[config.mk]
export PLATFORM = sky130hd
export DESIGN_NAME = frame_builder_crc16_unit
export DESIGN_NICKNAME = d
export VERILOG_FILES = /design/src/hdl/fbc_pkg.sv /design/src/hdl/fbc_ctrl.sv /design/src/hdl/fbc_outreg.sv /design/src/hdl/frame_builder_crc16_unit.sv
export SDC_FILE = /design/constraint.sdc
export NUM_CORES = 1
export LEC_CHECK = 0
export BUFFER_PORTS_ARGS = -buffer_cell sky130_fd_sc_hd__buf_2
export CORE_MARGIN = 5
export CORE_UTILIZATION = 60
export CTS_CLUSTER_SIZE = 24
export DETAILED_ROUTE_END_ITERATION = 10
export HOLD_SLACK_MARGIN = 0.06
export PLACE_DENSITY_LB_ADDON = 0.05
export SYNTH_ARGS = -nofsm -noshare
export SYNTH_HDL_FRONTEND = slang
export SYNTH_SLANG_ARGS = --single-unit
[constraint.sdc]
create_clock -name clk -period 14.1 [get_ports clk]
set_clock_uncertainty 0.1 [all_clocks]
set_input_delay 2.82 -clock clk [delete_from_list [all_inputs] [get_ports clk]]
set_output_delay 2.82 -clock clk [all_outputs]
set_load 0.01 [all_outputs]
[src/hdl/fbc_pkg.sv]
// Shared types, constants and the CRC-16/MODBUS byte update for the frame builder.
// No dependencies; used by fbc_ctrl, fbc_outreg and frame_builder_crc16_unit.
package fbc_pkg;

    localparam int unsigned MAX_DATA_DEFAULT = 256;
    localparam logic [15:0] FRAME_LIMIT_RESET = 16'hFFFF;

    localparam logic [15:0] CRC_INIT = 16'hFFFF;
    localparam logic [15:0] CRC_POLY = 16'hA001;

    localparam logic [7:0] SYNC0_BYTE = 8'hAA;
    localparam logic [7:0] SYNC1_BYTE = 8'hBB;
    localparam logic [7:0] TAIL0_BYTE = 8'hCC;
    localparam logic [7:0] TAIL1_BYTE = 8'hDD;

    // Header and trailer bytes added around the data bytes
    localparam logic [16:0] FRAME_OVERHEAD   = 17'd10;
    localparam logic [15:0] PAYLOAD_OVERHEAD = 16'd4;

    // Input action codes
    localparam logic ACT_BEGIN = 1'b0;
    localparam logic ACT_DATA  = 1'b1;

    // Byte positions within one item's output sequence
    localparam logic [3:0] STEP_SYNC0 = 4'd0;
    localparam logic [3:0] STEP_SYNC1 = 4'd1;
    localparam logic [3:0] STEP_LENH  = 4'd2;
    localparam logic [3:0] STEP_LENL  = 4'd3;
    localparam logic [3:0] STEP_ADDR  = 4'd4;
    localparam logic [3:0] STEP_CMD   = 4'd5;
    localparam logic [3:0] STEP_CRCH  = 4'd6;
    localparam logic [3:0] STEP_CRCL  = 4'd7;
    localparam logic [3:0] STEP_TAIL0 = 4'd8;
    localparam logic [3:0] STEP_TAIL1 = 4'd9;
    localparam logic [3:0] STEP_DATA  = 4'd10;
    // Offset mapping a data item's trailer steps onto the begin numbering
    localparam logic [3:0] DATA_TRAIL_OFFSET = 4'd5;

    typedef struct packed {
        logic [7:0]  data;
        logic        last;
        logic        rej;
        logic [15:0] len;
    } result_t;

    function automatic logic [15:0] crc16_byte(input logic [15:0] crc_in, input logic [7:0] b);
        logic [15:0] c;
        c = crc_in ^ {8'h00, b};
        for (int i = 0; i < 8; i++)
        begin
            c = c[0] ? ((c >> 1) ^ CRC_POLY) : (c >> 1);
        end
        return c;
    endfunction

endpackage

[src/hdl/fbc_ctrl.sv]
// Item register, byte sequencer and frame state (open flag, bytes left, CRC, length).
// Depends on fbc_pkg.
module fbc_ctrl #(
    parameter int unsigned MAX_DATA = fbc_pkg::MAX_DATA_DEFAULT
) (
    input  logic             clk,
    input  logic             rst_n,
    input  logic             in_valid,
    output logic             in_stall,
    input  logic             action,
    input  logic [7:0]       frame_address,
    input  logic [7:0]       command_code,
    input  logic [15:0]      data_length,
    input  logic [7:0]       data_byte,
    input  logic [15:0]      frame_limit,
    input  logic             out_free,
    output logic             res_valid,
    output fbc_pkg::result_t res
);

    logic        item_valid_reg, item_valid_next;
    logic        item_action_reg;
    logic [7:0]  addr_reg;
    logic [7:0]  cmd_reg;
    logic [15:0] dlen_reg;
    logic [7:0]  db_reg;
    logic [3:0]  seq_reg, seq_next;
    logic        frame_open_reg, frame_open_next;
    logic [15:0] bytes_left_reg, bytes_left_next;
    logic [15:0] crc_reg, crc_next;
    logic [15:0] total_len_reg, total_len_next;

    logic        is_begin;
    logic [16:0] flen;
    logic [15:0] plen;
    logic        too_long;
    logic        skip;
    logic [3:0]  idx;
    logic        last;
    logic        emit;
    logic        item_done;
    logic        accept;
    logic [7:0]  byte_sel;

    assign is_begin = (item_action_reg == fbc_pkg::ACT_BEGIN);
    assign flen     = {1'b0, dlen_reg} + fbc_pkg::FRAME_OVERHEAD;
    assign plen     = dlen_reg + fbc_pkg::PAYLOAD_OVERHEAD;
    assign too_long = (dlen_reg > 16'(MAX_DATA)) || (flen > {1'b0, frame_limit});

    // Data word with no frame open: drop it without output
    assign skip = !is_begin && (seq_reg == fbc_pkg::STEP_SYNC0)
                  && (!frame_open_reg || (bytes_left_reg == 16'd0));

    assign idx = is_begin ? seq_reg
               : ((seq_reg == 4'd0) ? fbc_pkg::STEP_DATA
                                    : seq_reg + fbc_pkg::DATA_TRAIL_OFFSET);

    always_comb
    begin
        if (is_begin)
        begin
            if (too_long)
                last = 1'b1;
            else if (dlen_reg == 16'd0)
                last = (idx == fbc_pkg::STEP_TAIL1);
            else
                last = (idx == fbc_pkg::STEP_CMD);
        end
        else
        begin
            if (seq_reg == 4'd0)
                last = (bytes_left_reg != 16'd1);
            else
                last = (idx == fbc_pkg::STEP_TAIL1);
        end
    end

    assign emit      = item_valid_reg && !skip && out_free;
    assign item_done = item_valid_reg && (skip || (emit && last));
    assign in_stall  = item_valid_reg && !item_done;
    assign accept    = in_valid && !in_stall;

    always_comb
    begin
        unique case (idx)
            fbc_pkg::STEP_SYNC0: byte_sel = fbc_pkg::SYNC0_BYTE;
            fbc_pkg::STEP_SYNC1: byte_sel = fbc_pkg::SYNC1_BYTE;
            fbc_pkg::STEP_LENH:  byte_sel = plen[15:8];
            fbc_pkg::STEP_LENL:  byte_sel = plen[7:0];
            fbc_pkg::STEP_ADDR:  byte_sel = addr_reg;
            fbc_pkg::STEP_CMD:   byte_sel = cmd_reg;
            fbc_pkg::STEP_CRCH:  byte_sel = crc_reg[15:8];
            fbc_pkg::STEP_CRCL:  byte_sel = crc_reg[7:0];
            fbc_pkg::STEP_TAIL0: byte_sel = fbc_pkg::TAIL0_BYTE;
            fbc_pkg::STEP_TAIL1: byte_sel = fbc_pkg::TAIL1_BYTE;
            fbc_pkg::STEP_DATA:  byte_sel = db_reg;
            default:             byte_sel = 8'h00;
        endcase
    end

    always_comb
    begin
        res_valid = emit;
        if (is_begin && too_long)
        begin
            res.data = 8'h00;
            res.last = 1'b1;
            res.rej  = 1'b1;
            res.len  = 16'd0;
        end
        else
        begin
            res.data = byte_sel;
            res.last = (idx == fbc_pkg::STEP_TAIL1);
            res.rej  = 1'b0;
            res.len  = is_begin ? flen[15:0] : total_len_reg;
        end
    end

    // Frame state advances as each byte goes out
    always_comb
    begin
        frame_open_next = frame_open_reg;
        bytes_left_next = bytes_left_reg;
        crc_next        = crc_reg;
        total_len_next  = total_len_reg;
        if (emit)
        begin
            if (is_begin && too_long)
            begin
                frame_open_next = 1'b0;
                bytes_left_next = 16'd0;
            end
            else
            begin
                priority if (idx == fbc_pkg::STEP_SYNC0)
                begin
                    total_len_next  = flen[15:0];
                    frame_open_next = (dlen_reg != 16'd0);
                    bytes_left_next = dlen_reg;
                end
                else if (idx == fbc_pkg::STEP_ADDR)
                    crc_next = fbc_pkg::crc16_byte(fbc_pkg::CRC_INIT, addr_reg);
                else if (idx == fbc_pkg::STEP_CMD)
                    crc_next = fbc_pkg::crc16_byte(crc_reg, cmd_reg);
                else if (idx == fbc_pkg::STEP_DATA)
                begin
                    crc_next        = fbc_pkg::crc16_byte(crc_reg, db_reg);
                    bytes_left_next = bytes_left_reg - 16'd1;
                end
                else if (idx == fbc_pkg::STEP_TAIL1)
                begin
                    frame_open_next = 1'b0;
                    bytes_left_next = 16'd0;
                end
                else
                begin
                    frame_open_next = frame_open_reg;
                end
            end
        end
    end

    always_comb
    begin
        item_valid_next = item_valid_reg;
        seq_next        = seq_reg;
        if (accept)
        begin
            item_valid_next = 1'b1;
            seq_next        = 4'd0;
        end
        else if (item_done)
            item_valid_next = 1'b0;
        else if (emit)
            seq_next = seq_reg + 4'd1;
    end

    always_ff @(posedge clk or negedge rst_n)
    begin
        if (!rst_n)
        begin
            item_valid_reg <= 1'b0;
            seq_reg        <= 4'd0;
            frame_open_reg <= 1'b0;
            bytes_left_reg <= 16'd0;
            crc_reg        <= fbc_pkg::CRC_INIT;
            total_len_reg  <= 16'd0;
        end
        else
        begin
            item_valid_reg <= item_valid_next;
            seq_reg        <= seq_next;
            frame_open_reg <= frame_open_next;
            bytes_left_reg <= bytes_left_next;
            crc_reg        <= crc_next;
            total_len_reg  <= total_len_next;
        end
    end

    always_ff @(posedge clk)
    begin
        if (accept)
        begin
            item_action_reg <= action;
            addr_reg        <= frame_address;
            cmd_reg         <= command_code;
            dlen_reg        <= data_length;
            db_reg          <= data_byte;
        end
    end

endmodule

[src/hdl/fbc_outreg.sv]
// Output word register: holds one result word until the receiver takes it.
// Depends on fbc_pkg.
module fbc_outreg (
    input  logic             clk,
    input  logic             rst_n,
    input  logic             res_valid,
    input  fbc_pkg::result_t res,
    output logic             out_free,
    output logic             out_valid,
    input  logic             out_stall,
    output logic [7:0]       out_byte,
    output logic             frame_end,
    output logic             rejected,
    output logic [15:0]      frame_length
);

    logic             valid_reg, valid_next;
    fbc_pkg::result_t word_reg;

    assign out_free = !valid_reg || !out_stall;

    always_comb
    begin
        if (res_valid)
            valid_next = 1'b1;
        else if (out_stall)
            valid_next = valid_reg;
        else
            valid_next = 1'b0;
    end

    always_ff @(posedge clk or negedge rst_n)
    begin
        if (!rst_n)
            valid_reg <= 1'b0;
        else
            valid_reg <= valid_next;
    end

    // Load only when the slot is free so a stalled word holds
    always_ff @(posedge clk)
    begin
        if (res_valid)
            word_reg <= res;
    end

    assign out_valid    = valid_reg;
    assign out_byte     = word_reg.data;
    assign frame_end    = word_reg.last;
    assign rejected     = word_reg.rej;
    assign frame_length = word_reg.len;

endmodule

[src/hdl/frame_builder_crc16_unit.sv]
// Top level of the transmit frame builder with CRC-16/MODBUS.
// Depends on fbc_pkg, fbc_ctrl and fbc_outreg.
//
// Usage:
//   Input channel (in_valid / in_stall): a begin word (action 0) carries
//   address, command and data length; data words (action 1) carry one byte.
//   Output channel (out_valid / out_stall): one frame byte per word:
//   AA BB, length high/low, address, command, data..., CRC high/low, CC DD.
//   frame_end marks the DD byte; an oversize begin gives a single word with
//   rejected and frame_end set, and the frame's data words are dropped.
//   frame_limit is written through frame_limit_we / frame_limit_wdata while idle.
// Timing:
//   A word enters the item register, then its bytes are sequenced one a cycle,
//   unless the output is stalled, into the output register that offers them.
//   A data word in an open frame gives one byte, so data streams at one byte
//   per cycle while out_stall is low; a begin word gives 6 bytes (10 with zero
//   length), the last data word 5 (its byte, CRC and tail); a rejected begin one.
//   Data words with no frame open are dropped with no output.
// Reset: clears the frame state, CRC to FFFF, frame_limit to 65535.
// Stall: a stalled output word holds; the sequencer waits and in_stall rises.
module frame_builder_crc16_unit #(
    parameter int unsigned MAX_DATA = fbc_pkg::MAX_DATA_DEFAULT
) (
    input  logic        clk,
    input  logic        rst_n,
    input  logic        frame_limit_we,
    input  logic [15:0] frame_limit_wdata,
    input  logic        in_valid,
    output logic        in_stall,
    input  logic        action,
    input  logic [7:0]  frame_address,
    input  logic [7:0]  command_code,
    input  logic [15:0] data_length,
    input  logic [7:0]  data_byte,
    output logic        out_valid,
    input  logic        out_stall,
    output logic [7:0]  out_byte,
    output logic        frame_end,
    output logic        rejected,
    output logic [15:0] frame_length
);

    logic [15:0]      frame_limit_reg;
    logic             res_valid;
    fbc_pkg::result_t res;
    logic             out_free;

    // Hold the configured limit; write only while idle
    always_ff @(posedge clk or negedge rst_n)
    begin
        if (!rst_n)
            frame_limit_reg <= fbc_pkg::FRAME_LIMIT_RESET;
        else if (frame_limit_we)
            frame_limit_reg <= frame_limit_wdata;
    end

    // Sequence each word into frame bytes and keep the frame state
    fbc_ctrl #(
        .MAX_DATA(MAX_DATA)
    ) u_ctrl (
        .clk           (clk),
        .rst_n         (rst_n),
        .in_valid      (in_valid),
        .in_stall      (in_stall),
        .action        (action),
        .frame_address (frame_address),
        .command_code  (command_code),
        .data_length   (data_length),
        .data_byte     (data_byte),
        .frame_limit   (frame_limit_reg),
        .out_free      (out_free),
        .res_valid     (res_valid),
        .res           (res)
    );

    // Hold each result word for the receiver
    fbc_outreg u_outreg (
        .clk          (clk),
        .rst_n        (rst_n),
        .res_valid    (res_valid),
        .res          (res),
        .out_free     (out_free),
        .out_valid    (out_valid),
        .out_stall    (out_stall),
        .out_byte     (out_byte),
        .frame_end    (frame_end),
        .rejected     (rejected),
        .frame_length (frame_length)
    );

    // A new byte is only produced when the output slot can take it
    a_no_overwrite: assert property (@(posedge clk) disable iff (!rst_n)
        res_valid |-> out_free)
        else $error("result word produced while output slot busy");

    // A rejection word always closes the frame and carries no length
    a_reject_form: assert property (@(posedge clk) disable iff (!rst_n)
        (out_valid && rejected) |-> (frame_end && (frame_length == 16'd0)
                                     && (out_byte == 8'h00)))
        else $error("malformed rejection word");

    // After an accepted word, the input stalls, no byte is produced, or the output slot is free
    a_stall_busy: assert property (@(posedge clk) disable iff (!rst_n)
        (in_valid && !in_stall) |=> in_stall || !res_valid || out_free)
        else $error("input accepted with sequencer blocked");

    // Limit register takes the written value
    a_limit_write: assert property (@(posedge clk) disable iff (!rst_n)
        frame_limit_we |=> (frame_limit_reg == $past(frame_limit_wdata)))
        else $error("frame limit write lost");

endmodule

==> flow_summary.json <==
{
  "avgSynthCellArea_um2": 10.07,
  "powerDensity_nw_per_um2": 214.7,
  "dieWidth_um": 124.1,
  "nets": 932,
  "ios": 90,
  "synth_ff_type": "edfxtp_1",
  "num-fill-cells": 974,
  "slowest_stage": "o311ai_0",
  "seqPwrFrac_pct": 36.4,
  "htreeDepth": 4,
  "tritoncts": "built",
  "fin_crit_ns": 7.599,
  "path_max_fanout": 12,
  "crit_path_end_kind": "output port",
  "combPwrFrac_pct": 40.6,
  "p_clk_share_pct": 23.0,
  "vias": 6332,
  "drc_errors": 0,
  "worst_slew_pin_slew_ns": 1.138,
  "wl_per_cell_um": 20.92,
  "power_leakage_nw": 3.696,
  "dpl.hpwl_um": 15730,
  "p_sw_mw": 0.7248,
  "drv_cap": 0,
  "netlist_instances": 776,
  "path_buf_inv": 2,
  "fmax_mhz": 131.6,
  "area_delta_synth_final_pct": 14.42,
  "final_hold_viol_count": 0,
  "io_buffers": 89,
  "clockBufferDepth": 2,
  "drt-initial-drc-count": 710,
  "hold_buffers": 0,
  "antenna_found_initial": 0,
  "grtUsageTotal_pct": 29.75,
  "clock_latency_ns": 0.43,
  "synthesis.nets": 862,
  "r2r-end": "u_ctrl.addr_reg[1]",
  "grt_pass1_vias": 6198,
  "rows": 41,
  "start_kind": "flip-flop",
  "synth_edf_count": 67,
  "critPathLaunch": "u_ctrl.dlen_reg[3]",
  "switching_share_pct": 37.74,
  "viasPerCell": 6.142,
  "fp.dieH_um": 124.1,
  "p_int_mw": 1.196,
  "ir_drop_mv": 0.1880,
  "cts_setup_buffers": 0,
  "core_um2": 12720,
  "syn_area_um2": 7817,
  "crit_type": "flip-flop to output port",
  "clk_pin_slew_ns": 0.06,
  "final_antenna_net_count": 0,
  "min_period_over_period_pct": 53.90,
  "initial_utilization_pct": 61.45,
  "outcome": "complete, no violations",
  "yosysWarnings": 0,
  "layout_common_cells": "97 x nand2_1, 89 x buf_2, 70 x o21ai_0",
  "dr.pass1.iters": 6,
  "wl_um": 21560,
  "cts_resized": 0,
  "num_antenna_cells": 0,
  "worstPathRequired_ns": 11.18,
  "r2r_slack_ns": 9.10,
  "crit_end": "in_stall",
  "timing.hold.ws_ns": 0.3841,
  "crit_family": "compound AO/OA/AOI/OAI gates",
  "cp_num_cells": 15,
  "power_mw": 1.921,
  "slew_headroom_pct": 23.31,
  "synth-seq-cells": 138,
  "max_stage_delay_ns": 0.71,
  "setup_violations": 0,
  "clk_root_buffer_cell": "clkbuf_16",
  "numClockSinks": 138,
  "path_cells": "inv_1 -> ha_1 -> a21oi_2 -> nor2_1 -> nand3_1 -> nor2_1 -> xor2_1 -> ha_1 -> a21o_1 -> a211o_1 -> nor4_2 -> o21ai_2 -> o311ai_0 -> and2_1 -> buf_2",
  "reg2reg_from": "u_ctrl.dlen_reg[3]",
  "cts_buffers": 17,
  "grt_overflow": 0,
  "synth-seq-area-share_pct": 48.98,
  "rr_worst_depth": 14,
  "dieArea_um2": 15410,
  "grt_max_degree": 72,
  "slew_violations": 0,
  "finalSetupTns_ns": 0,
  "arrival_ns": 4.68,
  "place_congestion": 0.9970,
  "rsz0062_at_grt": "false",
  "grt_pass1_wl_um": 33750,
  "synthArstFlopShare_pct": 51.45,
  "final_common_cell": "nand2_1",
  "synth_cell_types": 68,
  "hp-class": "flip-flop to flip-flop",
  "final_layout_size_suffix_gt1_share_pct": 21.77
}
## worst reg2reg max path, stage by stage, from the launching register on
cell	delay (ns)
edfxtp_1	0.53
inv_1	0.12
ha_1	0.20
a21oi_2	0.22
xor2_1	0.35
inv_1	0.09
ha_1	0.33
nand3_1	0.13
o21bai_1	0.18
a311oi_1	0.39
nor4_2	0.09
o21ai_2	0.55
o311ai_0	0.36
a21boi_4	0.48
buf_4	0.50
## how the worst min path moves through the flow
| stage | cells after the start | to | startpoint | slack [ns] |
|---|---|---|---|---|
| CTS | 2 | u_ctrl.crc_reg[14] | u_ctrl.crc_reg[14] | 0.39 |
| global route | 2 | u_ctrl.crc_reg[10] | u_ctrl.crc_reg[10] | 0.41 |
| global placement | 2 | u_ctrl.total_len_reg[0] | u_ctrl.total_len_reg[0] | 0.36 |
| floorplan | 2 | u_ctrl.total_len_reg[0] | u_ctrl.total_len_reg[0] | 0.35 |
| finish | 2 | u_ctrl.total_len_reg[6] | u_ctrl.total_len_reg[6] | 0.38 |
| detailed placement | 2 | u_ctrl.total_len_reg[6] | u_ctrl.total_len_reg[6] | 0.38 |
## power by group through the flow
stage	clock, mW	sequential, mW	combinational, mW
after floorplan	0	0.659	0.592
after global placement	0	0.699	0.748
after CTS	0.447	0.695	0.772
final	0.442	0.699	0.780
after global routing	0.468	0.712	0.857
after detailed placement	0	0.700	0.766
## synth_stat cells, types with 7 or more instances
| cell | count | share of area, % |
|---|---|---|
| xor2_1 | 29 | 3.2 |
| nand4_1 | 9 | 0.72 |
| and2_1 | 9 | 0.72 |
| xnor2_1 | 49 | 5.5 |
| nand3_1 | 18 | 1.2 |
| a22oi_1 | 15 | 1.4 |
| o21ai_0 | 70 | 4.5 |
| dfstp_2 | 32 | 11 |
| nand2_1 | 97 | 4.7 |
| inv_1 | 37 | 1.8 |
| a21oi_1 | 37 | 2.4 |
| clkbuf_1 | 29 | 1.4 |
| edfxtp_1 | 67 | 26 |
| dfrtp_1 | 39 | 12 |
| a31oi_1 | 9 | 0.72 |
| nor3_1 | 17 | 1.1 |
| o2bb2ai_1 | 16 | 1.8 |
| nor2_1 | 49 | 2.4 |
| nor4_1 | 7 | 0.56 |
| ha_1 | 24 | 3.8 |
| mux2_2 | 10 | 1.4 |
| o31ai_1 | 8 | 0.77 |
| buf_2 | 12 | 0.77 |
## layout make-up
cell class | count | area [µm²] | area share (%)
inverters | 37 | 138.9 | 1.553
repair buffers | 96 | 498.0 | 5.567
multi-input cells | 556 | 3660 | 40.91
clock buffers | 26 | 558.0 | 6.239
flip-flops and latches | 138 | 3829 | 42.80
well taps | 172 | 215.2 | 2.406
clock inverters | 6 | 46.29 | 0.5176
## stage by stage
stage | instance area, µm² | utilization (%) | instances | worst slack (ns)
finish | 8945 | 70.31 | 1031 | 6.501
global route | 8945 | 70.31 | 1031 | 6.178
CTS | 8945 | 70.31 | 1031 | 6.543
detailed placement | 8341 | 65.56 | 999 | 7.036
global placement | 8341 | 65.56 | 999 | 7.152
floorplan | 7818 | - | 776 | 7.603
## routing by layer
layer,share of wire (%),vias up,global-route usage (%)
met4,3.8,0,14.51
met2,46,325,45.20
met1,41,3012,38.79
li1,-,2924,-
met5,0,-,0
met3,9.1,71,9.264
## cell families after synthesis
group	after synthesis	synth area share (%)
simple gates	232	13.76
xor+xnor	82	9.891
mux	14	1.953
flops	138	48.98
fa+ha+maj	24	3.841
compound gates	204	17.14
buf+inv	82	4.433
Note: power is estimated with default switching activity, not from simulation.
